==> src/isl_pkg.sv <==
// ----------------------------------------------------------------------------
// isl_pkg: shared types, constants and helpers
// Fixed-point formats, register indexes and rounding/saturation functions
// used by the sample scaling and low-pass filter block.
// ----------------------------------------------------------------------------
package isl_pkg;

  localparam int FRACTION_BITS = 16;
  localparam int NUM_LANES     = 6;

  // Shift from the Q9.40 and Q10.40 scaled products to the output format.
  localparam int Q40_SHIFT   = 40 - FRACTION_BITS;
  localparam int ACCEL_SHIFT = FRACTION_BITS - 11;
  localparam int GAIN_SHIFT  = 16;

  localparam logic signed [32:0] KG = 33'sd1170127931;
  localparam logic signed [33:0] KT = 34'sd3293232779;
  localparam logic signed [50:0] TEMP_BIAS = 51'sd21 <<< 40;

  localparam logic [2:0] REG_WEAK_GAIN   = 3'd0;
  localparam logic [2:0] REG_STRONG_GAIN = 3'd1;
  localparam logic [2:0] REG_GYRO_OFF_X  = 3'd2;
  localparam logic [2:0] REG_GYRO_OFF_Y  = 3'd3;
  localparam logic [2:0] REG_GYRO_OFF_Z  = 3'd4;

  localparam logic [2:0] CH_TEMP = 3'd6;

  localparam logic [15:0] WEAK_GAIN_RST   = 16'd52429;
  localparam logic [15:0] STRONG_GAIN_RST = 16'd6554;

  typedef struct packed {
    logic signed [15:0] accel_x_raw;
    logic signed [15:0] accel_y_raw;
    logic signed [15:0] accel_z_raw;
    logic signed [15:0] temp_raw;
    logic signed [15:0] gyro_x_raw;
    logic signed [15:0] gyro_y_raw;
    logic signed [15:0] gyro_z_raw;
  } frame_t;

  typedef struct packed {
    logic [2:0]         channel;
    logic signed [31:0] physical_value;
    logic signed [31:0] weak_filtered;
    logic signed [31:0] strong_filtered;
    logic               last;
  } result_t;

  typedef struct packed {
    logic signed [31:0] phys;
    logic signed [31:0] weak_y;
    logic signed [31:0] strong_y;
  } lane_res_t;

  typedef struct packed {
    logic [15:0] weak_gain;
    logic [15:0] strong_gain;
  } gains_t;

  // Clamp to the signed 32-bit range.
  function automatic logic signed [31:0] sat32(input logic signed [63:0] v);
    if (v > 64'sd2147483647) begin
      return 32'sh7fffffff;
    end else if (v < -64'sd2147483648) begin
      return 32'sh80000000;
    end else begin
      return v[31:0];
    end
  endfunction

  // Arithmetic right shift that rounds to nearest, ties away from zero.
  function automatic logic signed [63:0] rnd_shift(input logic signed [63:0] v,
                                                   input int s);
    logic signed [63:0] bias;
    logic signed [63:0] t;
    bias = (64'sd1 <<< (s - 1)) - $signed({63'd0, v[63]});
    t = v + bias;
    return t >>> s;
  endfunction

endpackage

==> src/isl_lane.sv <==
// ----------------------------------------------------------------------------
// isl_lane: one motion channel
// Converts a raw accelerometer or gyro word and runs the weak and strong
// recursive filters of that channel.
// ----------------------------------------------------------------------------
module isl_lane (
  input  logic               clk_i,
  input  logic               rst_ni,
  input  logic               start_i,
  input  logic               is_gyro_i,
  input  logic signed [15:0] raw_i,
  input  logic signed [15:0] offset_i,
  input  isl_pkg::gains_t    gains_i,
  output isl_pkg::lane_res_t res_o,
  output logic               done_o
);
  import isl_pkg::*;

  logic [3:0]         stage_q;
  logic signed [16:0] diff;
  logic signed [15:0] neg;
  logic signed [49:0] gprod_q;
  logic signed [31:0] accel_q;
  logic signed [31:0] phys_q;
  logic signed [32:0] wdiff, sdiff;
  logic signed [49:0] wprod_q, sprod_q;
  logic signed [31:0] weak_q, strong_q;

  assign diff  = 17'(raw_i) - 17'(offset_i);
  assign neg   = -raw_i;
  assign wdiff = 33'(weak_q) - 33'(phys_q);
  assign sdiff = 33'(strong_q) - 33'(phys_q);

  always_ff @(posedge clk_i or negedge rst_ni) begin
    if (!rst_ni) begin
      stage_q <= '0;
    end else begin
      stage_q <= {stage_q[2:0], start_i};
    end
  end

  always_ff @(posedge clk_i) begin
    if (start_i) begin
      gprod_q <= 50'(diff) * 50'(KG);
      accel_q <= 32'(neg) <<< ACCEL_SHIFT;
    end
    if (stage_q[0]) begin
      phys_q <= is_gyro_i ? sat32(rnd_shift(64'(gprod_q), Q40_SHIFT)) : accel_q;
    end
    // g*y + (1-g)*x is formed as x + g*(y-x), one product per filter.
    if (stage_q[1]) begin
      wprod_q <= 50'($signed({1'b0, gains_i.weak_gain})) * 50'(wdiff);
      sprod_q <= 50'($signed({1'b0, gains_i.strong_gain})) * 50'(sdiff);
    end
  end

  always_ff @(posedge clk_i or negedge rst_ni) begin
    if (!rst_ni) begin
      weak_q   <= '0;
      strong_q <= '0;
    end else if (stage_q[2]) begin
      weak_q   <= sat32(rnd_shift((64'(phys_q) <<< GAIN_SHIFT) + 64'(wprod_q),
                                  GAIN_SHIFT));
      strong_q <= sat32(rnd_shift((64'(phys_q) <<< GAIN_SHIFT) + 64'(sprod_q),
                                  GAIN_SHIFT));
    end
  end

  assign res_o.phys     = phys_q;
  assign res_o.weak_y   = weak_q;
  assign res_o.strong_y = strong_q;
  assign done_o         = stage_q[3];
endmodule

==> config.mk <==
export PLATFORM = sky130hd
export DESIGN_NAME = isl_lane
export DESIGN_NICKNAME = d
export VERILOG_FILES = /design/src/isl_pkg.sv /design/src/isl_lane.sv
export SDC_FILE = /design/constraint.sdc
export NUM_CORES = 2
export LEC_CHECK = 0
export ABC_AREA = 1
export BUFFER_PORTS_ARGS = -buffer_cell sky130_fd_sc_hd__clkbuf_2
export CELL_PAD_IN_SITES_DETAIL_PLACEMENT = 1
export CELL_PAD_IN_SITES_GLOBAL_PLACEMENT = 1
export CORE_MARGIN = 2
export CORE_UTILIZATION = 50
export DETAILED_ROUTE_END_ITERATION = 7
export GPL_TIMING_DRIVEN = 0
export HOLD_SLACK_MARGIN = 0.12
export MAX_ROUTING_LAYER = met4
export PLACE_DENSITY = 0.92
export SYNTH_ARGS = -nofsm -noshare
export SYNTH_HDL_FRONTEND = slang
export SYNTH_SLANG_ARGS = --single-unit
export TNS_END_PERCENT = 1
==> constraint.sdc <==
create_clock -name clk_i -period 10.9 [get_ports clk_i]
set_input_delay 2.18 -clock clk_i [delete_from_list [all_inputs] [get_ports clk_i]]
set_output_delay 2.18 -clock clk_i [all_outputs]
set_load 0.02 [all_outputs]
==> results.yml <==
run_status:
  outcome: "complete, but fails checks"
  violations: "capacitance limit"
yosys:
  synth_edf_count: 191
  synth_compound_area_share_pct: 6.44
  synth_area_leaders: "fa_1 35%, inv_1 12%, ha_1 11%"
  yosysWarnings: 0
  synth_xor_area_share_pct: 3.63
  synth_largest_area_cell: "fa_1"
  synth_top_family_by_area: "adder cells"
  synthSimpleGateAreaFrac_pct: 19.0
  synth.mux.area_fraction_pct: 0
  avgSynthCellArea_um2: 7.91
  synth_top_area_share_pct: 35.5
  async_flop_share_pct: 26.3
  synthFlopType: "edfxtp_1"
  ys_seq_elements: 259
  synth_cells: 8633
  syn_area_um2: 68300
  ys_seq_area_share_pct: 10.9
  synthDistinctLibCells: 61
  synth_adder_area_share_pct: 46.9
  syn_nets: 10500
route:
  avgRoutedWirePerCell_um: 25.0
  vias: 60600
  dr.pass1.iters: 6
  drt_iter0_markers: 4905
  drc_errors: 0
  ant_nets: 0
  viasPerCell: 5.69
  drt_wl_total_um: 266000
floorplan:
  die_area_um2: 140000
  rows: 135
  initial_core_util_pct: 50.4
  core_area_um2: 135000
  die_h_um: 374
  io_pins: 165
  dieWidth_um: 374
clock_network:
  cts_root_buf: "clkbuf_16"
  clkSlewWorstSetupHoldPaths_ns: 0.06
  numCtsBuffers: 34
  cts_tree: "yes"
  cts.sinks: 259
  ctsHoldBuffers: 0
  clk_path_buf_depth: 3
  clock_latency_ns: 0.60
  htreeDepth: 2
global_route:
  grt_pass1_vias: 67100
  grt_overflow: 0
  grt_max_degree: 67
  antenna_found_initial: 6
  grt_first_pass_wirelength_um: 404000
  grt_use_total_pct: 39.5
worst_setup_path:
  cpPeakStageDelay_ns: 0.59
  cp_data_required_time_ns: 11.26
  path_class: "input pin to register"
  crit_slowest_cell: "xor2_1"
  path_max_fanout: 6
  endpoint_kind: "register"
  cp.arrival_ns: 11.08
  cp-start-kind: "input pin"
cells_and_area:
  finalNetCount: 10700
  multiInputGateArea_um2: 52100
  regArea_um2: 7440
  fin_cells: 10600
  nFillCells: 16900
  area_delta_synth_final_pct: 6.57
  drive_gt1_share_pct: 5.70
timing:
  rsz0062_at_grt: "yes"
  setup_viol: 0
  max_freq_ghz: 0.0932
  skew_ns: 0.0537
  final_max_slew_viol_count: 0
  layout_min_cycle_time_ns: 10.73
  worst_slew_pin_slew_ns: 1.49
  final.period_utilization_pct: 98.4
  hold_viol_final: 0
  max_slew_margin_pct: 0.518
place:
  portBuffers: 147
  finalWeightedCongestion: 1.02
  dpl.hpwl_um: 231000
  dpl.cell_count: 10600
hold_path:
  hold_class: "register to register"
run:
  cap_viol_max_count: 1
## worst paths after layout
kind / from / to / slack (ns) / cells past startpoint
worst max-delay path: raw_i[0] / gprod_q[47] / 0.17 / 35
worst min-delay path: stage_q[2] / stage_q[3] / 0.41 / 0
worst max register to register: phys_q[30] / sprod_q[48] / 0.42 / 36
worst min register to register: stage_q[2] / stage_q[3] / 0.41 / 0
max in group asynchronous: rst_ni / strong_q[0] / 8.69 / 2
min in group asynchronous: rst_ni / weak_q[11] / 1.56 / 1
## layout by cell type (no fill, tap or decap), drive strengths merged, types with 177 or more instances in the layout
cell type and count:
a21oi 424, clkbuf 348, nand2 1723, inv 2144, xor2 184, o21ai 177, nor2 842, ha 625
fa 1211, edfxtp 191, nand3 278
## layer usage
layer  wire length [um]  up-vias  part of all wire [%]  global-route usage [%]
li1                   -    26300                     -                       -
met3              21900      717                   8.2                    6.89
met2             123000     2520                    46                    62.0
met5                  0        -                     0                       -
met1             108000    31000                    40                    50.2
met4              14100        0                   5.3                    17.7
## metrics by stage
step	instance area [um^2]	TNS (ns)	hold slack [ns]	setup WS, ns	util (%)
after floorplan	68300	0	0.352	1.54	-
after global placement	71300	-6.16	0.371	-0.541	52.6
after detailed placement	71300	-14.93	0.376	-0.873	52.7
after CTS	72500	0	0.390	0.00110	53.5
after global routing	72800	-0.178	0.400	-0.112	53.7
final	72800	0	0.409	0.175	53.7
## kinds of logic after synthesis
kind of cell    Yosys count
xor+xnor                277
simple gates           3139
flops                   259
compound gates          769
fa+ha+maj              1836
buf+inv                2353
## repair_timing
item / 4_1_cts / 5_1_grt
pin swaps: 0 / 2
setup buffers: 0 / 22
gates resized for setup: 9 / 28
setup endpoints to repair: 21 / 57
cloned: 0 / 0
## synth_stat cells (18+ instances only)
cell / n
inv_1: 2138
nand2_1: 1701
fa_1: 1211
nor2_1: 829
ha_1: 625
a21oi_1: 393
nand3_1: 269
edfxtp_1: 191
xor2_1: 178
clkbuf_1: 165
o21ai_0: 152
or2_2: 124
xnor2_1: 92
nor3_1: 71
dfrtp_1: 68
nand4_1: 61
a31oi_1: 42
a21oi_2: 30
o21a_1: 24
o21ai_1: 22
a21o_1: 20
nand2_2: 19
nor4_1: 18
## state kept, by name (all words and copies together), names as in the netlist
register  cells
strong_q     32
phys_q       26
weak_q       32
wprod_q      50
stage_q       4
gprod_q      49
accel_q      16
sprod_q      50
## worst max-delay path: cells and delay by family
family / cells / cell delay (ns)
AO/OA/AOI/OAI: 11 / 3.07
AND/OR/NAND/NOR: 8 / 0.86
adder cells (fa/ha/maj): 9 / 3.74
XOR/XNOR: 1 / 0.59
buffers and inverters: 6 / 0.64
## layout make-up
class | count | share of cell area (%)
antenna | 5 | 0.0172
buffer | 186 | 1.13
clock buffer | 41 | 1.23
clock inverter | 21 | 0.318
inverter | 2162 | 11.2
multi-input combinational | 6021 | 71.5
sequential | 259 | 10.2
tap | 1781 | 3.06
timing repair buffer | 171 | 1.36
Power is not shown: default switching activity piles up to over one toggle a cycle in this logic, so the estimate is an artifact.
