==> src/isl_pkg.sv <==
// ----------------------------------------------------------------------------
// isl_pkg: shared types, constants and helpers
// Fixed-point formats, register indexes and rounding/saturation functions
// used by the sample scaling and low-pass filter block.
// ----------------------------------------------------------------------------
package isl_pkg;

  localparam int FRACTION_BITS = 16;
  localparam int NUM_LANES     = 6;

  // Shift from the Q9.40 and Q10.40 scaled products to the output format.
  localparam int Q40_SHIFT   = 40 - FRACTION_BITS;
  localparam int ACCEL_SHIFT = FRACTION_BITS - 11;
  localparam int GAIN_SHIFT  = 16;

  localparam logic signed [32:0] KG = 33'sd1170127931;
  localparam logic signed [33:0] KT = 34'sd3293232779;
  localparam logic signed [50:0] TEMP_BIAS = 51'sd21 <<< 40;

  localparam logic [2:0] REG_WEAK_GAIN   = 3'd0;
  localparam logic [2:0] REG_STRONG_GAIN = 3'd1;
  localparam logic [2:0] REG_GYRO_OFF_X  = 3'd2;
  localparam logic [2:0] REG_GYRO_OFF_Y  = 3'd3;
  localparam logic [2:0] REG_GYRO_OFF_Z  = 3'd4;

  localparam logic [2:0] CH_TEMP = 3'd6;

  localparam logic [15:0] WEAK_GAIN_RST   = 16'd52429;
  localparam logic [15:0] STRONG_GAIN_RST = 16'd6554;

  typedef struct packed {
    logic signed [15:0] accel_x_raw;
    logic signed [15:0] accel_y_raw;
    logic signed [15:0] accel_z_raw;
    logic signed [15:0] temp_raw;
    logic signed [15:0] gyro_x_raw;
    logic signed [15:0] gyro_y_raw;
    logic signed [15:0] gyro_z_raw;
  } frame_t;

  typedef struct packed {
    logic [2:0]         channel;
    logic signed [31:0] physical_value;
    logic signed [31:0] weak_filtered;
    logic signed [31:0] strong_filtered;
    logic               last;
  } result_t;

  typedef struct packed {
    logic signed [31:0] phys;
    logic signed [31:0] weak_y;
    logic signed [31:0] strong_y;
  } lane_res_t;

  typedef struct packed {
    logic [15:0] weak_gain;
    logic [15:0] strong_gain;
  } gains_t;

  // Clamp to the signed 32-bit range.
  function automatic logic signed [31:0] sat32(input logic signed [63:0] v);
    if (v > 64'sd2147483647) begin
      return 32'sh7fffffff;
    end else if (v < -64'sd2147483648) begin
      return 32'sh80000000;
    end else begin
      return v[31:0];
    end
  endfunction

  // Arithmetic right shift that rounds to nearest, ties away from zero.
  function automatic logic signed [63:0] rnd_shift(input logic signed [63:0] v,
                                                   input int s);
    logic signed [63:0] bias;
    logic signed [63:0] t;
    bias = (64'sd1 <<< (s - 1)) - $signed({63'd0, v[63]});
    t = v + bias;
    return t >>> s;
  endfunction

endpackage

==> src/isl_temp.sv <==
// ----------------------------------------------------------------------------
// isl_temp: temperature conversion
// Scales the raw die temperature word to degrees C with the fixed offset.
// ----------------------------------------------------------------------------
module isl_temp (
  input  logic               clk_i,
  input  logic               rst_ni,
  input  logic               start_i,
  input  logic signed [15:0] raw_i,
  output logic signed [31:0] temp_o
);
  import isl_pkg::*;

  logic               start_q;
  logic signed [50:0] prod_q;

  always_ff @(posedge clk_i or negedge rst_ni) begin
    if (!rst_ni) begin
      start_q <= 1'b0;
    end else begin
      start_q <= start_i;
    end
  end

  always_ff @(posedge clk_i) begin
    if (start_i) begin
      prod_q <= 51'(raw_i) * 51'(KT) + TEMP_BIAS;
    end
    if (start_q) begin
      temp_o <= sat32(rnd_shift(64'(prod_q), Q40_SHIFT));
    end
  end
endmodule

==> config.mk <==
export PLATFORM = sky130hd
export DESIGN_NAME = isl_temp
export DESIGN_NICKNAME = d
export VERILOG_FILES = /design/src/isl_pkg.sv /design/src/isl_temp.sv
export SDC_FILE = /design/constraint.sdc
export NUM_CORES = 1
export LEC_CHECK = 0
export BUFFER_PORTS_ARGS = -buffer_cell sky130_fd_sc_hd__buf_2
export CAP_MARGIN = 30
export CORE_MARGIN = 3
export CORE_UTILIZATION = 45
export CTS_CLUSTER_DIAMETER = 200
export CTS_CLUSTER_SIZE = 10
export DETAILED_ROUTE_END_ITERATION = 16
export PLACE_DENSITY = 0.65
export SLEW_MARGIN = 20
export SYNTH_ARGS = -nofsm -noshare
export SYNTH_HDL_FRONTEND = slang
export SYNTH_SLANG_ARGS = --single-unit
==> constraint.sdc <==
create_clock -name clk_i -period 7.15 [get_ports clk_i]
set_input_delay 0.715 -clock clk_i [delete_from_list [all_inputs] [get_ports clk_i]]
set_output_delay 0.715 -clock clk_i [all_outputs]
set_load 0.03 [all_outputs]
==> results of run 1 <==
## routing by layer
metal | share of wire (%) | GRT usage, % | vias to the layer above
li1 | - | - | 4107
met1 | 48 | 28.7 | 3917
met2 | 44 | 31.5 | 223
met3 | 5.4 | 3.17 | 42
met4 | 2.9 | 5.49 | 0
met5 | 0 | 0 | -
## area by class of cell
class / instances / area, sq um
fill: 2369 / 13200
multi-input combinational: 826 / 8740
sequential: 79 / 2370
inverter: 286 / 1070
tap: 335 / 419
timing repair buffer: 52 / 285
clock buffer: 9 / 225
clock inverter: 7 / 110
## critical path, delay by kind of cell
family / cells / cell delay [ps]
buffers and inverters: 4 / 590
AOI/OAI and AO/OA: 4 / 760
and+or+nand+nor: 3 / 800
xor gates and xnor gates: 1 / 160
adders and majority gates: 7 / 3480
## sequential cells by signal, indices dropped and copies added (netlist names)
name and cells:
start_q 1, temp_o 28, prod_q 50
## synth_stat cells, drive strengths merged, types with 3 or more instances
master,n
o21ai,34
fa,152
nor3b,3
nand3,18
a21o,27
nor2b,5
a41oi,3
o311ai,5
o21a,3
o21bai,9
and3,17
nand2b,4
nand4,22
inv,286
a221oi,4
clkbuf,11
ha,234
a211oi,7
mux2i,3
nor2,39
and2,7
o211ai,3
edfxtp,78
nand2,58
xnor2,43
and4,4
nor3,10
nor4,6
a31oi,9
xor2,24
buf,6
a21oi,59
## per-stage QoR
step                utilization (%)  setup WS (ps)  cells  area, sq um
finish                         50.0            733   1594        13200
global route                   50.0            485   1594        13200
CTS                            50.0            721   1593        13200
detailed placement             48.7            378   1577        12900
global placement               48.6            466   1576        12900
floorplan                         -           1080   1208        12300
## cell families (layout without fill, tap and decap cells)
group,count (synthesis),in the layout,share of synthesized area [%]
adder cells (fa/ha/maj),386,386,48.7
buffers and inverters,303,354,9.42
AND/OR/NAND/NOR,196,196,8.21
AO/OA/AOI/OAI,174,174,9.36
flip-flops,79,79,19.3
XOR/XNOR,67,67,4.78
multiplexers,3,3,0.245
## worst paths after layout
path | slack, ps | from | end | cells after the start
setup / recovery | 730 | raw_i[15] | prod_q[41] | 19
hold / removal | 160 | rst_ni | start_q | 1
setup reg to reg | 3860 | prod_q[49] | temp_o[25] | 10
hold reg to reg | 580 | prod_q[40] | temp_o[16] | 1
max in group asynchronous | 6880 | rst_ni | start_q | 1
min in group clk_i | 580 | prod_q[40] | temp_o[16] | 1
==> flow_summary_export.csv, run 1 <==
group,metric,value,unit
synthesis,ys.flop_type,"edfxtp_1",
route,wl,27900,um
setup_path,crit_fanout,8,
clock_network,cts_made_buffers,9,
clock_network,ctsRootBufferMaster,"clkbuf_16",
clock_network,postCtsSetupBuffers,0,
floorplanning,dieArea,29300,sq um
sta,slew_headroom,46.9,%
setup_path,critPathRequiredTime,7220,ps
setup_path,start_kind,"input pin",
sta,rsz0062_at_grt,"false",
floorplanning,start_util,46.4,%
sta,finalCritPeriodShare,89.7,%
route,first_pass_iters,5,
global_route,grt_overflow,0,
job,drv_cap,0,
synthesis,synth_edf_count,78,
synthesis,async_reset_ff_share,1.27,%
route,vias,8289,
synthesis,synth.distinct_cells,60,
global_route,grt_max_degree,37,
setup_path,worst_path_most_repeated_cell,"fa_1",
synthesis,yosysWarnings,0,
layout,area_growth,7.82,%
clock_network,cts_buffer_depth,2,
floorplanning,coreArea,26400,sq um
sta,slew_viol_final,0,
global_route,grt_usage,20.0,%
placed_design,portBuffers,50,
synthesis,seq_area_frac_synth,19.3,%
setup_path,cp.arrival,6490,ps
status,status,"finished, final reports clean",
sta,clock.fmax,156,MHz
floorplanning,io_pins,51,
clock_network,cts.clk_slew.worst_paths,60,ps
setup_path,crit_chain,"buf_2, inv_1, ha_1, fa_1, fa_1, fa_1, fa_1, inv_1, fa_1, inv_1, ha_1, a21oi_1, o21ai_0, or2_2, a211oi_1, nor4_1, nor3_1, o21ai_1, xor2_1",
synthesis,synth_cells,1208,
synthesis,avgSynthCellArea,10.2,sq um
synthesis,synth_top_area_share,24.8,%
clock_network,hold_buffers,0,
setup_path,cpPeakStageDelay,550,ps
route,drc,0,
synthesis,yosys_register_bits,79,
route,drt_iter0_drc,608,
clock_network,h-tree-depth,3,
layout,antenna_cells,0,
setup_path,cp-end-kind,"flop",
synthesis,syn_nets,1613,
global_route,antenna_found_initial,0,
clock_network,clk_latency,330,ps
route,antenna_left,0,
synthesis,syn_area,12300,sq um
global_route,grt_pass1_vias,8469,
clock_network,numClockSinks,79,
sta,totalNegativeSetupSlack,0,ps
setup_path,crit_type,"input pin to flop",
sta,finalSetupViolCount,0,
route,routedWlPerCell,17.5,um
clock_network,cts_resized,0,
clock_network,cts_tree,"yes",
sta,period_needed,6420,ps
setup_path,crit_path_top_delay_cell,"fa_1",
sta,tightest_slew,788,ps
placed_design,dp_hpwl,24700,um
synthesis,synth_top_cells_by_area,"fa_1 25%, ha_1 24%, edfxtp_1 19%, inv_1 8.8%, xnor2_1 3.1%",
global_route,grt_pass1_wl,45600,um
sta,whs,161,ps
placed_design,gp_congestion,0.950,
layout,final_nets,1659,
layout,layout_commonest_cell,"inv_1",
synthesis,synth_area_leader_cell,"fa_1",
floorplanning,die_w,171,um
layout,final_cell_mix,"286 x inv_1, 234 x ha_1, 152 x fa_1",
floorplanning,dieHeight,171,um
sta,finalHoldViolCount,0,
layout,final_layout_size_suffix_gt1_share,6.83,%
worst_hold_path,holdCritPathClass,"input pin to async pin",
sta,fin_skew,10.9,ps
floorplanning,core.rowCount,59,
route,vias_per_cell,5.20,
Power of run 1 is not shown: default switching activity piles up to over one toggle a cycle in this logic, so the estimate is an artifact.
==> run 2, diff against run 1 <==
BUFFER_PORTS_ARGS = -buffer_cell sky130_fd_sc_hd__buf_4   (was -buffer_cell sky130_fd_sc_hd__buf_2)
SETUP_SLACK_MARGIN = 0.5   (was unset)
SKIP_CTS_REPAIR_TIMING = 1   (was unset)
==> run 2 against run 1 <==
Net effect: utilization rose by 0.30 points; hold slack lost 10 ps; critical path depth up 1; largest cell class unchanged.
==> flow_summary_export.csv, run 2 (synthesized netlist as in run 1, its figures left out) <==
group,metric,value,unit
layout,final_cell_mix,"286 x inv_1, 234 x ha_1, 152 x fa_1",
sta,slew_viol_final,0,
sta,tightest_slew,901,ps
setup_path,r2r-start,"prod_q[49]",
setup_path,critPathRequiredTime,7240,ps
layout,finalCoreUtilization,50.3,%
placed_design,dp_hpwl,24500,um
global_route,grt_max_degree,52,
floorplanning,die_w,171,um
sta,rsz0062_at_grt,"false",
placed_design,portBuffers,50,
layout,antenna_cells,0,
layout,area_growth,8.47,%
setup_path,start_kind,"input pin",
sta,clock.fmax,158,MHz
sta,totalNegativeSetupSlack,0,ps
sta,slew_headroom,40.0,%
route,route.met2.wl,12200,um
clock_network,h-tree-depth,3,
layout,layout_commonest_cell,"inv_1",
layout,reg_top3,"prod_q: 50 flops, temp_o: 28 flops, start_q: 1 flops",
sta,finalSetupViolCount,0,
sta,period_needed,6320,ps
floorplanning,dieArea,29300,sq um
route,route.layer.met1.wl,13200,um
route,vias_per_cell,5.25,
clock_network,cts_tree,"yes",
route,drc,0,
layout,final_nets,1658,
setup_path,rrSetupSlack,3430,ps
sta,fin_skew,12.2,ps
route,wl,27800,um
global_route,grt_usage,19.8,%
sta,finalHoldViolCount,0,
placed_design,placedCellCount,1576,
floorplanning,start_util,46.4,%
layout,final_layout_size_suffix_gt1_share,6.68,%
sta,finalCritPeriodShare,88.5,%
layout,regMostFlops,"prod_q",
clock_network,clk_latency,330,ps
setup_path,r2r-end,"temp_o[25]",
placed_design,gp_congestion,0.950,
clock_network,numClockSinks,79,
layout,n_fill_cell,2422,
setup_path,reg2reg_depth,10,
setup_path,cp-end-kind,"flop",
clock_network,cts_buffer_depth,2,
clock_network,cts.clk_slew.worst_paths,70,ps
layout,largest_reg_flops,50,
setup_path,crit_fanout,8,
global_route,antenna_found_initial,0,
clock_network,cts_made_buffers,9,
layout,regArea,2370,sq um
floorplanning,core.rowCount,59,
route,routedWlPerCell,17.4,um
global_route,grt_overflow,0,
route,drt_iter0_drc,508,
floorplanning,dieHeight,171,um
status,status,"finished, final reports clean",
floorplanning,io_pins,51,
global_route,grt_pass1_vias,8635,
route,antenna_left,0,
global_route,grt_pass1_wl,45300,um
route,routed.top_layer,"met4",
clock_network,ctsRootBufferMaster,"clkbuf_16",
job,drv_cap,0,
setup_path,cp.arrival,6410,ps
route,wl_met3,1480,um
worst_hold_path,holdCritPathClass,"input pin to async pin",
layout,finalNonFillerCells,1593,
route,vias,8367,
route,first_pass_iters,5,
layout,multiInputGateArea,8740,sq um
floorplanning,coreArea,26400,sq um
setup_path,crit_type,"input pin to flop",
[run 2: layer usage]
metal | vias to the layer above | global-route usage, %
li1 | 4108 | -
met1 | 3958 | 28.0
met2 | 258 | 31.8
met3 | 43 | 2.66
met4 | 0 | 6.12
met5 | - | 0
[run 2: worst max-delay path by stage]
stage	slack, ps	depth (start not counted)	end	start
6_report	830	20	prod_q[41]	raw_i[4]
5_1_grt	530	21	prod_q[41]	raw_i[13]
4_1_cts	820	21	prod_q[41]	raw_i[13]
3_5_place_dp	470	21	prod_q[41]	raw_i[13]
3_3_place_gp	580	20	prod_q[41]	raw_i[10]
2_1_floorplan	1080	19	prod_q[44]	raw_i[4]
[run 2: per-stage QoR]
step / hold WS, ps / cell area, sq um / setup WS [ps]
2_1_floorplan: 419 / 12300 / 1080
3_3_place_gp: 497 / 13000 / 581
3_5_place_dp: 497 / 13000 / 472
4_1_cts: 142 / 13300 / 824
5_1_grt: 135 / 13300 / 531
6_report: 150 / 13300 / 825
[run 2: layout make-up]
type	count	area share, %
multi-input combinational	826	65.7
sequential	79	17.8
inverter	286	8.07
tap	335	3.15
timing repair buffer	51	2.93
clock buffer	9	1.69
clock inverter	7	0.640
[run 2: worst max-delay path: stages]
cell and delay [ps]:
buf_4 170, fa_1 630, inv_1 80, fa_1 480
inv_1 50, fa_1 420, fa_1 490, fa_1 500
inv_1 60, fa_1 520, inv_1 40, ha_1 390
a21oi_1 290, o21ai_0 160, a31o_2 260, a211oi_1 370
nor4_1 160, nor3_1 330, o21ai_1 120, xor2_1 160
Power of run 2 is left out for the same reason.
==> run 3, diff against run 2 <==
CELL_PAD_IN_SITES_DETAIL_PLACEMENT = 0   (was unset)
CELL_PAD_IN_SITES_GLOBAL_PLACEMENT = 2   (was unset)
PLACE_DENSITY = 0.91   (was 0.65)
==> run 3 against run 2 <==
Net effect: hold slack hardly changed; maximum frequency is 0.17% lower; non-clock buffer count unchanged; critical endpoint unchanged.
==> flow_summary_export.csv, run 3 (synthesized netlist as in run 1, its figures left out) <==
group,metric,value,unit
route,wl,28200,um
setup_path,crit_path_top_delay_cell,"fa_1",
floorplanning,die_w,171,um
clock_network,h-tree-depth,3,
floorplanning,dieHeight,171,um
setup_path,critPathRequiredTime,7230,ps
global_route,grt_usage,20.3,%
worst_hold_path,holdCritPathClass,"input pin to async pin",
clock_network,cts_buffer_depth,2,
sta,rsz0062_at_grt,"false",
setup_path,crit_chain,"buf_4, inv_1, ha_1, ha_1, inv_1, fa_1, inv_1, fa_1, fa_1, inv_1, fa_1, inv_1, ha_1, a21oi_1, o21ai_0, a31o_2, a211oi_1, nor4_1, nor3_1, o21ai_1, xor2_1",
global_route,antenna_found_initial,0,
layout,layout_commonest_cell,"inv_1",
sta,finalHoldViolCount,0,
layout,antenna_cells,0,
setup_path,cp.arrival,6420,ps
sta,tightest_slew,881,ps
route,drc,0,
clock_network,clk_latency,330,ps
layout,regMostFlops,"prod_q",
setup_path,cpPeakStageDelay,600,ps
route,antenna_left,0,
route,routedWlPerCell,17.7,um
placed_design,dp_hpwl,25100,um
route,vias,8237,
sta,finalSetupViolCount,0,
layout,area_growth,8.29,%
layout,n_fill_cell,2484,
status,status,"finished, final reports clean",
floorplanning,start_util,46.4,%
sta,fin_skew,11.3,ps
layout,finalNonFillerCells,1593,
sta,period_needed,6340,ps
route,first_pass_iters,5,
floorplanning,coreArea,26400,sq um
global_route,grt_pass1_wl,45900,um
setup_path,cp-end-kind,"flop",
layout,largest_reg_flops,50,
placed_design,portBuffers,50,
clock_network,numClockSinks,79,
clock_network,cts_tree,"yes",
setup_path,crit_type,"input pin to flop",
global_route,grt_overflow,0,
floorplanning,dieArea,29300,sq um
sta,clock.fmax,158,MHz
layout,final_cell_mix,"286 x inv_1, 234 x ha_1, 152 x fa_1",
route,drt_iter0_drc,508,
layout,reg_top3,"prod_q: 50 flops, temp_o: 28 flops, start_q: 1 flops",
sta,totalNegativeSetupSlack,0,ps
clock_network,ctsRootBufferMaster,"clkbuf_16",
global_route,grt_pass1_vias,8485,
layout,finalCoreUtilization,50.3,%
setup_path,start_kind,"input pin",
layout,final_layout_size_suffix_gt1_share,6.76,%
route,vias_per_cell,5.17,
clock_network,cts_made_buffers,9,
placed_design,placedCellCount,1577,
placed_design,gp_congestion,0.918,
sta,slew_headroom,41.3,%
layout,final_nets,1658,
global_route,grt_max_degree,52,
job,drv_cap,0,
sta,slew_viol_final,0,
setup_path,worst_path_most_repeated_cell,"inv_1",
clock_network,cts.clk_slew.worst_paths,70,ps
floorplanning,io_pins,51,
setup_path,crit_fanout,8,
sta,finalCritPeriodShare,88.6,%
floorplanning,core.rowCount,59,
==> run 3: critical path: cells and delay by family <==
| family | cells | cell delay (ps) |
|---|---|---|
| xor+xnor | 1 | 170 |
| compound gates | 5 | 1150 |
| simple gates | 2 | 470 |
| buf+inv | 6 | 680 |
| fa+ha+maj | 7 | 3220 |
==> run 3: worst paths after layout <==
| path | startpoint | to | slack (ps) | cells after the start |
|---|---|---|---|---|
| setup / recovery | raw_i[13] | prod_q[41] | 810 | 21 |
| min in group clk_i | prod_q[30] | temp_o[6] | 590 | 1 |
| setup reg to reg | prod_q[49] | temp_o[25] | 3540 | 10 |
| hold / removal | rst_ni | start_q | 150 | 1 |
| max in group asynchronous | rst_ni | start_q | 6910 | 1 |
| hold reg to reg | prod_q[30] | temp_o[6] | 590 | 1 |
==> run 3: final cells by class <==
class	count	area, sq um	area share (%)
flip-flops and latches	79	2370	17.8
clock inverters	7	70.1	0.528
clock buffers	9	225	1.70
well taps	335	419	3.16
repair buffers	51	383	2.88
inverters	286	1070	8.08
multi-input cells	826	8740	65.8
==> run 3: layer usage <==
metal	vias up	GRT usage, %	wire (um)
li1	4106	-	-
met1	3907	30.5	14200
met2	196	31.4	12200
met3	28	2.15	1130
met4	0	5.18	632
met5	-	0	0
==> run 3: per-stage QoR <==
step	hold slack, ps	setup slack (ps)	instance area, sq um
floorplan	419	1080	12300
global placement	497	573	13000
detailed placement	494	401	13000
CTS	139	774	13300
global route	127	517	13300
finish	151	814	13300
Power of run 3 is left out for the same reason.
