**config.mk**
```make
export PLATFORM = sky130hd
export DESIGN_NAME = isl_merge_flat
export DESIGN_NICKNAME = d
export VERILOG_FILES = /design/src/isl_pkg.sv /design/src/isl_result_if.sv /design/src/isl_merge.sv /design/src/flat_wrapper.sv
export SDC_FILE = /design/constraint.sdc
export NUM_CORES = 1
export LEC_CHECK = 0
export ABC_AREA = 0
export BUFFER_PORTS_ARGS = -buffer_cell sky130_fd_sc_hd__buf_2
export CORE_AREA = 5 5 276 278
export DETAILED_ROUTE_END_ITERATION = 8
export DIE_AREA = 0 0 281 283
export HOLD_SLACK_MARGIN = 0.06
export PLACE_DENSITY = 0.3
export SLEW_MARGIN = 0
export SYNTH_ARGS = -nofsm -noshare
export SYNTH_HDL_FRONTEND = slang
export SYNTH_SLANG_ARGS = --single-unit
```
**constraint.sdc**
```tcl
create_clock -name clk_i -period 2.6 [get_ports clk_i]
set_input_delay 0.52 -clock clk_i [delete_from_list [all_inputs] [get_ports clk_i]]
set_output_delay 0.52 -clock clk_i [all_outputs]
set_load 0.005 [all_outputs]
```
**src/isl_pkg.sv**
```systemverilog
// ----------------------------------------------------------------------------
// isl_pkg: shared types, constants and helpers
// Fixed-point formats, register indexes and rounding/saturation functions
// used by the sample scaling and low-pass filter block.
// ----------------------------------------------------------------------------
package isl_pkg;

  localparam int FRACTION_BITS = 16;
  localparam int NUM_LANES     = 6;

  // Shift from the Q9.40 and Q10.40 scaled products to the output format.
  localparam int Q40_SHIFT   = 40 - FRACTION_BITS;
  localparam int ACCEL_SHIFT = FRACTION_BITS - 11;
  localparam int GAIN_SHIFT  = 16;

  localparam logic signed [32:0] KG = 33'sd1170127931;
  localparam logic signed [33:0] KT = 34'sd3293232779;
  localparam logic signed [50:0] TEMP_BIAS = 51'sd21 <<< 40;

  localparam logic [2:0] REG_WEAK_GAIN   = 3'd0;
  localparam logic [2:0] REG_STRONG_GAIN = 3'd1;
  localparam logic [2:0] REG_GYRO_OFF_X  = 3'd2;
  localparam logic [2:0] REG_GYRO_OFF_Y  = 3'd3;
  localparam logic [2:0] REG_GYRO_OFF_Z  = 3'd4;

  localparam logic [2:0] CH_TEMP = 3'd6;

  localparam logic [15:0] WEAK_GAIN_RST   = 16'd52429;
  localparam logic [15:0] STRONG_GAIN_RST = 16'd6554;

  typedef struct packed {
    logic signed [15:0] accel_x_raw;
    logic signed [15:0] accel_y_raw;
    logic signed [15:0] accel_z_raw;
    logic signed [15:0] temp_raw;
    logic signed [15:0] gyro_x_raw;
    logic signed [15:0] gyro_y_raw;
    logic signed [15:0] gyro_z_raw;
  } frame_t;

  typedef struct packed {
    logic [2:0]         channel;
    logic signed [31:0] physical_value;
    logic signed [31:0] weak_filtered;
    logic signed [31:0] strong_filtered;
    logic               last;
  } result_t;

  typedef struct packed {
    logic signed [31:0] phys;
    logic signed [31:0] weak_y;
    logic signed [31:0] strong_y;
  } lane_res_t;

  typedef struct packed {
    logic [15:0] weak_gain;
    logic [15:0] strong_gain;
  } gains_t;

  // Clamp to the signed 32-bit range.
  function automatic logic signed [31:0] sat32(input logic signed [63:0] v);
    if (v > 64'sd2147483647) begin
      return 32'sh7fffffff;
    end else if (v < -64'sd2147483648) begin
      return 32'sh80000000;
    end else begin
      return v[31:0];
    end
  endfunction

  // Arithmetic right shift that rounds to nearest, ties away from zero.
  function automatic logic signed [63:0] rnd_shift(input logic signed [63:0] v,
                                                   input int s);
    logic signed [63:0] bias;
    logic signed [63:0] t;
    bias = (64'sd1 <<< (s - 1)) - $signed({63'd0, v[63]});
    t = v + bias;
    return t >>> s;
  endfunction

endpackage

```
**src/isl_result_if.sv**
```systemverilog
// ----------------------------------------------------------------------------
// isl_result_if: result channel
// Valid/ready channel that carries one converted channel per transaction.
// ----------------------------------------------------------------------------
interface isl_result_if;
  import isl_pkg::*;
  logic    valid;
  logic    ready;
  result_t data;
  modport source (output valid, output data, input ready);
  modport sink (input valid, input data, output ready);
endinterface

```
**src/isl_merge.sv**
```systemverilog
// ----------------------------------------------------------------------------
// isl_merge: result serializer
// Walks the six lanes and the temperature result out as seven transactions.
// ----------------------------------------------------------------------------
module isl_merge (
  input  logic               clk_i,
  input  logic               rst_ni,
  input  logic               start_i,
  input  isl_pkg::lane_res_t lanes_i [isl_pkg::NUM_LANES],
  input  logic signed [31:0] temp_i,
  isl_result_if.source       res_o,
  output logic               run_end_o
);
  import isl_pkg::*;

  logic [2:0] cnt_q;
  logic       valid_q;
  logic       fire;
  lane_res_t  sel;

  assign fire = valid_q && res_o.ready;

  always_ff @(posedge clk_i or negedge rst_ni) begin
    if (!rst_ni) begin
      valid_q <= 1'b0;
      cnt_q   <= '0;
    end else if (start_i) begin
      valid_q <= 1'b1;
      cnt_q   <= '0;
    end else if (fire) begin
      if (cnt_q == CH_TEMP) begin
        valid_q <= 1'b0;
      end else begin
        cnt_q <= cnt_q + 3'd1;
      end
    end
  end

  always_comb begin
    sel = lanes_i[0];
    if (cnt_q != CH_TEMP) begin
      sel = lanes_i[cnt_q];
    end
    res_o.data.channel = cnt_q;
    if (cnt_q == CH_TEMP) begin
      res_o.data.physical_value  = temp_i;
      res_o.data.weak_filtered   = '0;
      res_o.data.strong_filtered = '0;
      res_o.data.last            = 1'b1;
    end else begin
      res_o.data.physical_value  = sel.phys;
      res_o.data.weak_filtered   = sel.weak_y;
      res_o.data.strong_filtered = sel.strong_y;
      res_o.data.last            = 1'b0;
    end
  end

  assign res_o.valid = valid_q;
  assign run_end_o   = fire && (cnt_q == CH_TEMP);
endmodule

```
**src/flat_wrapper.sv**
```systemverilog
// flat-port wrapper written by rule: the top's interface ports become plain ports
module isl_merge_flat import isl_pkg::*;
  (clk_i, rst_ni, start_i, lanes_i, temp_i, run_end_o, res_o_valid, res_o_data, res_o_ready);
  isl_result_if res_o_i ();
  input  logic clk_i;
  input  logic rst_ni;
  input  logic start_i;
  input  isl_pkg::lane_res_t lanes_i[isl_pkg::NUM_LANES];
  input  logic signed [31:0] temp_i;
  output logic run_end_o;
  output wire logic [$bits(res_o_i.valid)-1:0] res_o_valid;
  output wire logic [$bits(res_o_i.data)-1:0] res_o_data;
  input wire logic [$bits(res_o_i.ready)-1:0] res_o_ready;
  assign res_o_valid = res_o_i.valid;
  assign res_o_data = res_o_i.data;
  assign res_o_i.ready = res_o_ready;
  isl_merge u_core (.clk_i(clk_i), .rst_ni(rst_ni), .start_i(start_i), .lanes_i(lanes_i), .temp_i(temp_i), .res_o(res_o_i), .run_end_o(run_end_o));
endmodule
```
==> results of run 1 <==
==> routing by layer <==
layer / part of all wire, % / up-vias
met1: 39 / 3697
li1: - / 3819
met5: 0.028 / -
met4: 2.8 / 2
met3: 8.3 / 64
met2: 50 / 488
==> sequential cells by signal, indices dropped and copies added (netlist names) <==
| name | cells |
|---|---|
| u_core.res_o.valid | 1 |
| u_core.cnt_q | 3 |
==> worst register-to-register path: stages (launching register included) <==
cell and delay (ns):
sky130_fd_sc_hd__dfrtp_4 0.51, sky130_fd_sc_hd__ha_4 0.17, sky130_fd_sc_hd__buf_4 0.15, sky130_fd_sc_hd__and2_2 0.21
sky130_fd_sc_hd__buf_12 0.17, sky130_fd_sc_hd__or3_1 0.36, sky130_fd_sc_hd__a21oi_1 0.15
==> path summary, 6_finish.rpt <==
path | cells after the start | slack [ns] | endpoint | from
max in group asynchronous | 1 | 2.36 | u_core.cnt_q[0]$_DFFE_PN0P_ | rst_ni
worst max register to register | 6 | 0.80 | u_core.cnt_q[0]$_DFFE_PN0P_ | u_core.cnt_q[1]$_DFFE_PN0P_
worst max-delay path | 7 | -0.02 | res_o_data[9] | u_core.cnt_q[1]$_DFFE_PN0P_
min in group clk_i | 2 | 0.49 | u_core.cnt_q[1]$_DFFE_PN0P_ | start_i
worst min register to register | 1 | 0.55 | u_core.res_o.valid$_DFFE_PN0P_ | u_core.res_o.valid$_DFFE_PN0P_
worst min-delay path | 1 | 0.09 | u_core.res_o.valid$_DFFE_PN0P_ | rst_ni
==> layout make-up <==
class / count / area [um^2] / share of cell area, %
antenna: 5 / 12.51 / 0.1198
clock buffer: 4 / 78.83 / 0.7549
inverter: 1 / 6.256 / 0.05992
multi-input combinational: 539 / 4751 / 45.50
sequential: 4 / 107.6 / 1.031
tap: 969 / 1212 / 11.61
timing repair buffer: 759 / 4273 / 40.92
==> layout by cell type (no fill, tap or decap), types with 2 or more instances in the layout <==
master                      instances
sky130_fd_sc_hd__nor2_1            24
sky130_fd_sc_hd__o22ai_2            2
sky130_fd_sc_hd__o22a_1            55
sky130_fd_sc_hd__buf_4             21
sky130_fd_sc_hd__dfrtp_1            2
sky130_fd_sc_hd__a211o_1           32
sky130_fd_sc_hd__a21oi_1            2
sky130_fd_sc_hd__dfrtp_4            2
sky130_fd_sc_hd__diode_2            5
sky130_fd_sc_hd__or3_1              2
sky130_fd_sc_hd__and3b_1            5
sky130_fd_sc_hd__buf_16             9
sky130_fd_sc_hd__buf_8              4
sky130_fd_sc_hd__buf_2            709
sky130_fd_sc_hd__o21ai_0            2
sky130_fd_sc_hd__nand2_1            2
sky130_fd_sc_hd__o221ai_1           5
sky130_fd_sc_hd__mux2i_4            6
sky130_fd_sc_hd__buf_6              9
sky130_fd_sc_hd__o22a_4             3
sky130_fd_sc_hd__buf_12             5
sky130_fd_sc_hd__mux2i_2            5
sky130_fd_sc_hd__o21ai_1           61
sky130_fd_sc_hd__clkbuf_16          4
sky130_fd_sc_hd__nor2_2             8
sky130_fd_sc_hd__nor2b_1            5
sky130_fd_sc_hd__o21ai_2            3
sky130_fd_sc_hd__o22ai_1           29
sky130_fd_sc_hd__mux2i_1          272
==> power by group through the flow <==
stage	Sequential [W]	Combinational [W]	Clock, W
floorplan	0.0000682	0.000791	0
global placement	0.0000712	0.00183	0
detailed placement	0.0000713	0.00182	0
CTS	0.0000717	0.00189	0.000256
global route	0.0000727	0.00205	0.000265
finish	0.0000722	0.00188	0.000254
==> cells by family after synthesis <==
logic type,after synthesis,share of synthesized area [%]
compound gates,199,27.98
fa+ha+maj,2,0.4990
buf+inv,69,7.586
flops,4,1.997
mux,283,56.50
simple gates,55,5.441
==> per-stage QoR <==
step / hold WS [ns] / cells / power (W) / area (um^2)
final: 0.09482 / 2281 / 0.002207 / 10440
after global routing: 0.09779 / 2278 / 0.002385 / 10430
after CTS: 0.09685 / 2275 / 0.002216 / 10260
after detailed placement: 0.3366 / 2263 / 0.001888 / 9854
after global placement: 0.3395 / 2263 / 0.001898 / 9854
after floorplan: 0.2244 / 612 / 0.0008588 / 5014
==> timing repair <==
action	CTS	global route
pin swaps	3	4
endpoints found under the setup margin	83	83
setup buffers	4	0
cloned	4	1
gates resized for setup	46	30
==> impl_metrics.prom, run 1 <==
# TYPE chip_impl_metric gauge
chip_impl_metric{name="fmax",unit="MHz"} 382.3
chip_impl_metric{name="ys_ff_latch",unit=""} 4
chip_impl_metric{name="finalWeightedCongestion",unit=""} 0.8990
chip_impl_metric{name="critical_path.max_stage_delay",unit="ns"} 0.51
chip_impl_metric{name="maxcap_violations",unit=""} 0
chip_impl_metric{name="internal_power",unit="W"} 0.001252
chip_impl_info{name="clockRootBuffer",value="sky130_fd_sc_hd__clkbuf_16"} 1
chip_impl_metric{name="drt_first_pass_iters",unit=""} 4
chip_impl_metric{name="route.detailed.drc",unit=""} 0
chip_impl_metric{name="power.sequential.fraction",unit="%"} 3.3
chip_impl_metric{name="synth_enable_flop_cells",unit=""} 0
chip_impl_metric{name="die_w",unit="um"} 281
chip_impl_metric{name="grt_pass1_vias",unit=""} 8785
chip_impl_metric{name="placementRows",unit=""} 100
chip_impl_metric{name="post-route-period-util",unit="%"} 100.6
chip_impl_metric{name="ys_types",unit=""} 30
chip_impl_metric{name="final_core_util",unit="%"} 14.17
chip_impl_metric{name="clock-skew-final",unit="ns"} 0.0002966
chip_impl_metric{name="final_max_slew_viol_count",unit=""} 0
chip_impl_info{name="outcome",value="complete, but fails checks"} 1
chip_impl_metric{name="nets",unit=""} 1922
chip_impl_info{name="startpoint_type",value="flop"} 1
chip_impl_metric{name="use_met1",unit="%"} 12.34
chip_impl_metric{name="pre_cts_slack",unit="ns"} 0.02887
chip_impl_info{name="yosys-top-cells-area",value="sky130_fd_sc_hd__mux2i_1 (57%), sky130_fd_sc_hd__o22a_1 (10%), sky130_fd_sc_hd__o21ai_1 (6.4%)"} 1
chip_impl_metric{name="nFillCells",unit=""} 8587
chip_impl_info{name="failed_checks",value="setup timing"} 1
chip_impl_metric{name="yosysTopAreaCellShare",unit="%"} 56.50
chip_impl_metric{name="yosys_warnings",unit=""} 0
chip_impl_metric{name="global_routing_usage_summed_across_all_routing_layers",unit="%"} 10.68
chip_impl_info{name="busiest_layer",value="met2"} 1
chip_impl_metric{name="ctsHoldBuffers",unit=""} 0
chip_impl_metric{name="power_frac_comb",unit="%"} 85.2
chip_impl_metric{name="dp_hpwl",unit="um"} 39680
chip_impl_info{name="timing.critical_path.max_delay_family",value="flip-flops"} 1
chip_impl_metric{name="mappedNetlistArea",unit="um^2"} 5014
chip_impl_metric{name="global_route.overflow_total",unit=""} 0
chip_impl_metric{name="leakage",unit="nW"} 4.719
chip_impl_info{name="synth.cells.most_frequent",value="sky130_fd_sc_hd__mux2i_1 (283), sky130_fd_sc_hd__o21ai_1 (64), sky130_fd_sc_hd__o22a_1 (59)"} 1
chip_impl_metric{name="clkPwrFrac",unit="%"} 11.5
chip_impl_info{name="path_cells",value="ha_4 > or3b_4 > buf_12 > buf_6 > o22a_4 > o21ai_1 > buf_2"} 1
chip_impl_metric{name="path_clk_slew",unit="ns"} 0.03
chip_impl_info{name="postSynth.topFlopCell",value="sky130_fd_sc_hd__dfrtp_1"} 1
chip_impl_metric{name="report.final.setup_viol",unit=""} 2
chip_impl_metric{name="p_sw_share",unit="%"} 43.28
chip_impl_metric{name="vias",unit=""} 8070
chip_impl_metric{name="worst_ep_arrival_time",unit="ns"} 2.10
chip_impl_metric{name="hold_viol_final",unit=""} 0
chip_impl_metric{name="vdd_ir_drop_max",unit="mV"} 0.1827
chip_impl_metric{name="htreeDepth",unit=""} 1
chip_impl_metric{name="grt_first_pass_wirelength",unit="um"} 62790
chip_impl_metric{name="buffer_ports.inserted",unit=""} 713
chip_impl_metric{name="drt-vias-per-instance",unit=""} 3.538
chip_impl_metric{name="ctsLongestPathBuffers",unit=""} 2
chip_impl_info{name="tritoncts",value="built"} 1
chip_impl_metric{name="grt_antenna_before_repair",unit=""} 13
chip_impl_info{name="timing.critical_path.to_type",value="primary output"} 1
chip_impl_metric{name="drt_iter0_markers",unit=""} 209
chip_impl_metric{name="max_slew.worst_pin.slew",unit="ns"} 0.4567
chip_impl_metric{name="post-route-worst-setup-slack",unit="ns"} -0.01547
chip_impl_metric{name="instance_count_of_the_mapped_netlist",unit=""} 612
chip_impl_metric{name="die_h",unit="um"} 283
chip_impl_metric{name="numCtsBuffers",unit=""} 3
chip_impl_info{name="synthDominantAreaCellType",value="sky130_fd_sc_hd__mux2i_1"} 1
chip_impl_metric{name="timing.slew.headroom",unit="%"} 68.69
chip_impl_metric{name="synthesis.area_per_instance",unit="um^2"} 8.192
chip_impl_metric{name="critical_path_buf_inv_count",unit=""} 3
chip_impl_metric{name="grt_start_max_net_pins",unit=""} 53
chip_impl_metric{name="final.min_clock_period",unit="ns"} 2.615
chip_impl_metric{name="synth_async_sr_flop_share",unit="%"} 100.0
chip_impl_metric{name="number_of_clock_sinks_seen_by_cts",unit=""} 4
chip_impl_info{name="critical_path_class",value="flop to primary output"} 1
chip_impl_metric{name="total_switching_power",unit="W"} 0.0009553
chip_impl_metric{name="initial_core_util",unit="%"} 6.803
chip_impl_metric{name="synthesis.nets",unit=""} 1226
chip_impl_metric{name="critical_path_required",unit="ns"} 2.08
chip_impl_metric{name="postRouteWirelength",unit="um"} 46970
chip_impl_metric{name="global_route.usage.met3",unit="%"} 2.240
chip_impl_metric{name="areaGrowthSynthToFinish",unit="%"} 108.3
chip_impl_metric{name="power_density",unit="nW/um^2"} 211.4
chip_impl_metric{name="yosysSeqAreaShare",unit="%"} 1.997
chip_impl_info{name="timing.critical_path.slowest_stage_cell",value="sky130_fd_sc_hd__dfrtp_4"} 1
chip_impl_metric{name="route.antenna.remaining_nets",unit=""} 0
chip_impl_info{name="yosysMostFrequentCell",value="sky130_fd_sc_hd__mux2i_1"} 1
chip_impl_metric{name="io_pins",unit=""} 714
chip_impl_metric{name="worst_skew_pair.late_latency",unit="ns"} 0.23
chip_impl_metric{name="setup_total_negative_slack",unit="ns"} -0.02244
chip_impl_metric{name="grt.met2_usage",unit="%"} 19.85
chip_impl_metric{name="placeableCoreArea",unit="um^2"} 73700
chip_impl_metric{name="route.detailed.wl_per_inst",unit="um"} 20.59
chip_impl_info{name="type_of_the_tightest_min_delay_check",value="input port to asynchronous set/reset pin"} 1
chip_impl_metric{name="post_route_cells_drive_above_1_share",unit="%"} 61.29
chip_impl_metric{name="fp.dieArea",unit="um^2"} 79520
chip_impl_metric{name="max_fanout_on_critical_path",unit=""} 7
chip_impl_info{name="grt_setup_unrepaired",value="true"} 1
Power figures use the tool's default switching activity.
==> run 2: changes to the inputs <==
--- a/config.mk
+++ b/config.mk
@@ -11,6 +11,7 @@
 export DETAILED_ROUTE_END_ITERATION = 8
 export DIE_AREA = 0 0 281 283
 export HOLD_SLACK_MARGIN = 0.06
+export MAX_ROUTING_LAYER = met4
 export PLACE_DENSITY = 0.3
 export SLEW_MARGIN = 0
 export SYNTH_ARGS = -nofsm -noshare
==> run 2 against run 1 <==
Highest routed layer is now met4. Routed wire length rose by 11%. Maximum frequency fell by 1.8%. The flow still finishes with violations (setup timing). Worst hold slack got worse by 0.0012 ns. Clock power fell by 3%. Clock-buffer cell count did not move. Final cell count rose by 0.48%. First-iteration DRC count rose by 16%. Flip-flop and latch count did not move.
==> impl_metrics.prom, run 2 (same netlist as run 1, synthesis figures left out) <==
# TYPE chip_impl_metric gauge
chip_impl_info{name="outcome",value="complete, but fails checks"} 1
chip_impl_info{name="failed_checks",value="setup timing"} 1
chip_impl_metric{name="post_route_cells_drive_above_1_share",unit="%"} 62.22
chip_impl_metric{name="vdd_ir_drop_max",unit="mV"} 0.1583
chip_impl_metric{name="postPlaceCellArea",unit="um^2"} 9852
chip_impl_metric{name="global_routing_usage_summed_across_all_routing_layers",unit="%"} 11.13
chip_impl_metric{name="final_core_util",unit="%"} 14.45
chip_impl_info{name="startpoint_type",value="flop"} 1
chip_impl_metric{name="fmax",unit="MHz"} 375.4
chip_impl_metric{name="areaGrowthSynthToFinish",unit="%"} 112.4
chip_impl_metric{name="final-instance-count-excl-fill",unit=""} 2292
chip_impl_info{name="largest-register",value="u_core.cnt_q"} 1
chip_impl_metric{name="max_fanout_on_critical_path",unit=""} 6
chip_impl_metric{name="route.detailed.drc",unit=""} 0
chip_impl_metric{name="nets",unit=""} 1933
chip_impl_metric{name="rrSetupSlack",unit="ns"} 0.78
chip_impl_metric{name="max_slew.worst_pin.slew",unit="ns"} 0.5512
chip_impl_metric{name="report.final.setup_viol",unit=""} 40
chip_impl_metric{name="postRouteWirelength",unit="um"} 52300
chip_impl_metric{name="leakage",unit="nW"} 4.823
chip_impl_metric{name="grt_first_pass_wirelength",unit="um"} 63400
chip_impl_metric{name="hold_viol_final",unit=""} 0
chip_impl_metric{name="drt_first_pass_iters",unit=""} 5
chip_impl_metric{name="placementRows",unit=""} 100
chip_impl_info{name="layout.cells.most_common",value="sky130_fd_sc_hd__buf_2"} 1
chip_impl_metric{name="global_route.overflow_total",unit=""} 0
chip_impl_metric{name="critical_path_required",unit="ns"} 2.08
chip_impl_metric{name="initial_core_util",unit="%"} 6.803
chip_impl_metric{name="io_pins",unit=""} 714
chip_impl_info{name="top_library_cells_by_usage_in_the_layout_fill_and_taps_aside",value="sky130_fd_sc_hd__buf_2 (709), sky130_fd_sc_hd__mux2i_1 (267), sky130_fd_sc_hd__o22a_1 (58)"} 1
chip_impl_metric{name="maxcap_violations",unit=""} 0
chip_impl_metric{name="reg2regPathDepth",unit=""} 6
chip_impl_metric{name="die_w",unit="um"} 281
chip_impl_info{name="worstReg2RegStart",value="u_core.cnt_q[1]$_DFFE_PN0P_"} 1
chip_impl_metric{name="final_max_slew_viol_count",unit=""} 0
chip_impl_metric{name="number_of_clock_sinks_seen_by_cts",unit=""} 4
chip_impl_metric{name="ctsLongestPathBuffers",unit=""} 2
chip_impl_metric{name="route.detailed.wl_per_inst",unit="um"} 22.82
chip_impl_metric{name="dpl.cell_count",unit=""} 2261
chip_impl_metric{name="path_clk_slew",unit="ns"} 0.03
chip_impl_metric{name="multiInputGateArea",unit="um^2"} 4761
chip_impl_metric{name="placeableCoreArea",unit="um^2"} 73700
chip_impl_metric{name="grt_start_max_net_pins",unit=""} 56
chip_impl_info{name="tritoncts",value="built"} 1
chip_impl_metric{name="post-route-period-util",unit="%"} 102.5
chip_impl_info{name="timing.critical_path.to_type",value="primary output"} 1
chip_impl_metric{name="die_h",unit="um"} 283
chip_impl_metric{name="worst_ep_arrival_time",unit="ns"} 2.14
chip_impl_metric{name="clock-skew-final",unit="ns"} 0.002497
chip_impl_metric{name="finalWeightedCongestion",unit=""} 0.9365
chip_impl_metric{name="largest_reg_flops",unit=""} 3
chip_impl_metric{name="power_density",unit="nW/um^2"} 212.8
chip_impl_metric{name="timing.slew.headroom",unit="%"} 63.26
chip_impl_metric{name="htreeDepth",unit=""} 1
chip_impl_metric{name="dp_hpwl",unit="um"} 40770
chip_impl_metric{name="final.min_clock_period",unit="ns"} 2.664
chip_impl_info{name="grt_setup_unrepaired",value="true"} 1
chip_impl_metric{name="post-route-worst-setup-slack",unit="ns"} -0.06418
chip_impl_metric{name="drt_iter0_markers",unit=""} 243
chip_impl_metric{name="numCtsBuffers",unit=""} 3
chip_impl_metric{name="vias",unit=""} 8193
chip_impl_metric{name="route.antenna.remaining_nets",unit=""} 0
chip_impl_metric{name="nFillCells",unit=""} 8577
chip_impl_metric{name="sequential_cell_area_in_the_final_layout",unit="um^2"} 107.6
chip_impl_metric{name="fp.dieArea",unit="um^2"} 79520
chip_impl_metric{name="final_cell_area",unit="um^2"} 10650
chip_impl_info{name="clockRootBuffer",value="sky130_fd_sc_hd__clkbuf_16"} 1
chip_impl_metric{name="ctsHoldBuffers",unit=""} 0
chip_impl_metric{name="buffer_ports.inserted",unit=""} 713
chip_impl_info{name="type_of_the_tightest_min_delay_check",value="input port to asynchronous set/reset pin"} 1
chip_impl_info{name="critical_path_class",value="flop to primary output"} 1
chip_impl_info{name="regToRegEndpoint",value="u_core.cnt_q[1]$_DFFE_PN0P_"} 1
chip_impl_metric{name="grt_pass1_vias",unit=""} 8945
chip_impl_metric{name="finalHoldWorstSlack",unit="ns"} 0.09360
chip_impl_metric{name="drt-vias-per-instance",unit=""} 3.575
chip_impl_metric{name="worst_skew_pair.late_latency",unit="ns"} 0.22
chip_impl_metric{name="grt_antenna_before_repair",unit=""} 15
chip_impl_metric{name="setup_total_negative_slack",unit="ns"} -1.333
## run 2: changes by cell type in the layout (fill, tap and decap cells not counted), sizes merged
cell,previous run,this run
clkbuf,5,13
or3b,1,2
bufbuf,1,0
buf,757,760
## run 2: stage by stage
stage                     setup WS (ns)  total power, W
after global placement         -0.03800        0.001937
after CTS                      -0.07512        0.002194
after floorplan                  0.3361       0.0008588
final                          -0.06418        0.002267
after global routing            -0.1288        0.002453
after detailed placement       -0.02137        0.001914
## run 2: area by class of cell
cell class | count | area share (%)
multi-input combinational | 540 | 44.70
antenna | 5 | 0.1175
timing repair buffer | 769 | 42.01
clock buffer | 4 | 0.7401
tap | 969 | 11.38
sequential | 4 | 1.010
inverter | 1 | 0.03524
## run 2: worst max-delay path, cell delays in order, from the launching register on
cell	delay (ns)
sky130_fd_sc_hd__dfrtp_4	0.50
sky130_fd_sc_hd__ha_4	0.18
sky130_fd_sc_hd__or3b_4	0.51
sky130_fd_sc_hd__buf_16	0.21
sky130_fd_sc_hd__buf_6	0.13
sky130_fd_sc_hd__o22a_1	0.14
sky130_fd_sc_hd__o21ai_1	0.08
sky130_fd_sc_hd__buf_2	0.14
## run 2: metal layers
layer / global-route usage (%) / part of all wire, % / vias up / wire (um)
met2: 20.34 / 50 / 497 / 26020
met4: 1.628 / 1.9 / 0 / 980
met1: 13.39 / 42 / 3800 / 21830
met3: 1.301 / 6.6 / 55 / 3475
li1: - / - / 3841 / -
met5: - / 0 / - / 0
## run 2: timing repair
item	4_1_cts	5_1_grt
setup buffers	0	8
resized for setup	18	57
endpoints found under the setup margin	43	78
pin swaps	1	9
cloned	0	14
## run 2: worst max path at each step
stage / cells after the start / end / slack, ns / startpoint
5_1_grt: 7 / res_o_data[23] / -0.13 / u_core.cnt_q[1]$_DFFE_PN0P_
3_5_place_dp: 5 / res_o_data[5] / -0.02 / u_core.cnt_q[0]$_DFFE_PN0P_
3_3_place_gp: 5 / res_o_data[7] / -0.04 / u_core.cnt_q[1]$_DFFE_PN0P_
4_1_cts: 6 / res_o_data[55] / -0.08 / u_core.cnt_q[1]$_DFFE_PN0P_
6_report: 7 / res_o_data[43] / -0.06 / u_core.cnt_q[1]$_DFFE_PN0P_
2_1_floorplan: 8 / res_o_data[73] / 0.34 / u_core.cnt_q[0]$_DFFE_PN0P_
## run 2: power by group
part | switching, W | leakage, nW | internal, W
sequential | 0.00000428 | 0.0460 | 0.0000665
combinational | 0.000947 | 4.74 | 0.00100
clock | 0.0000445 | 0.0382 | 0.000203
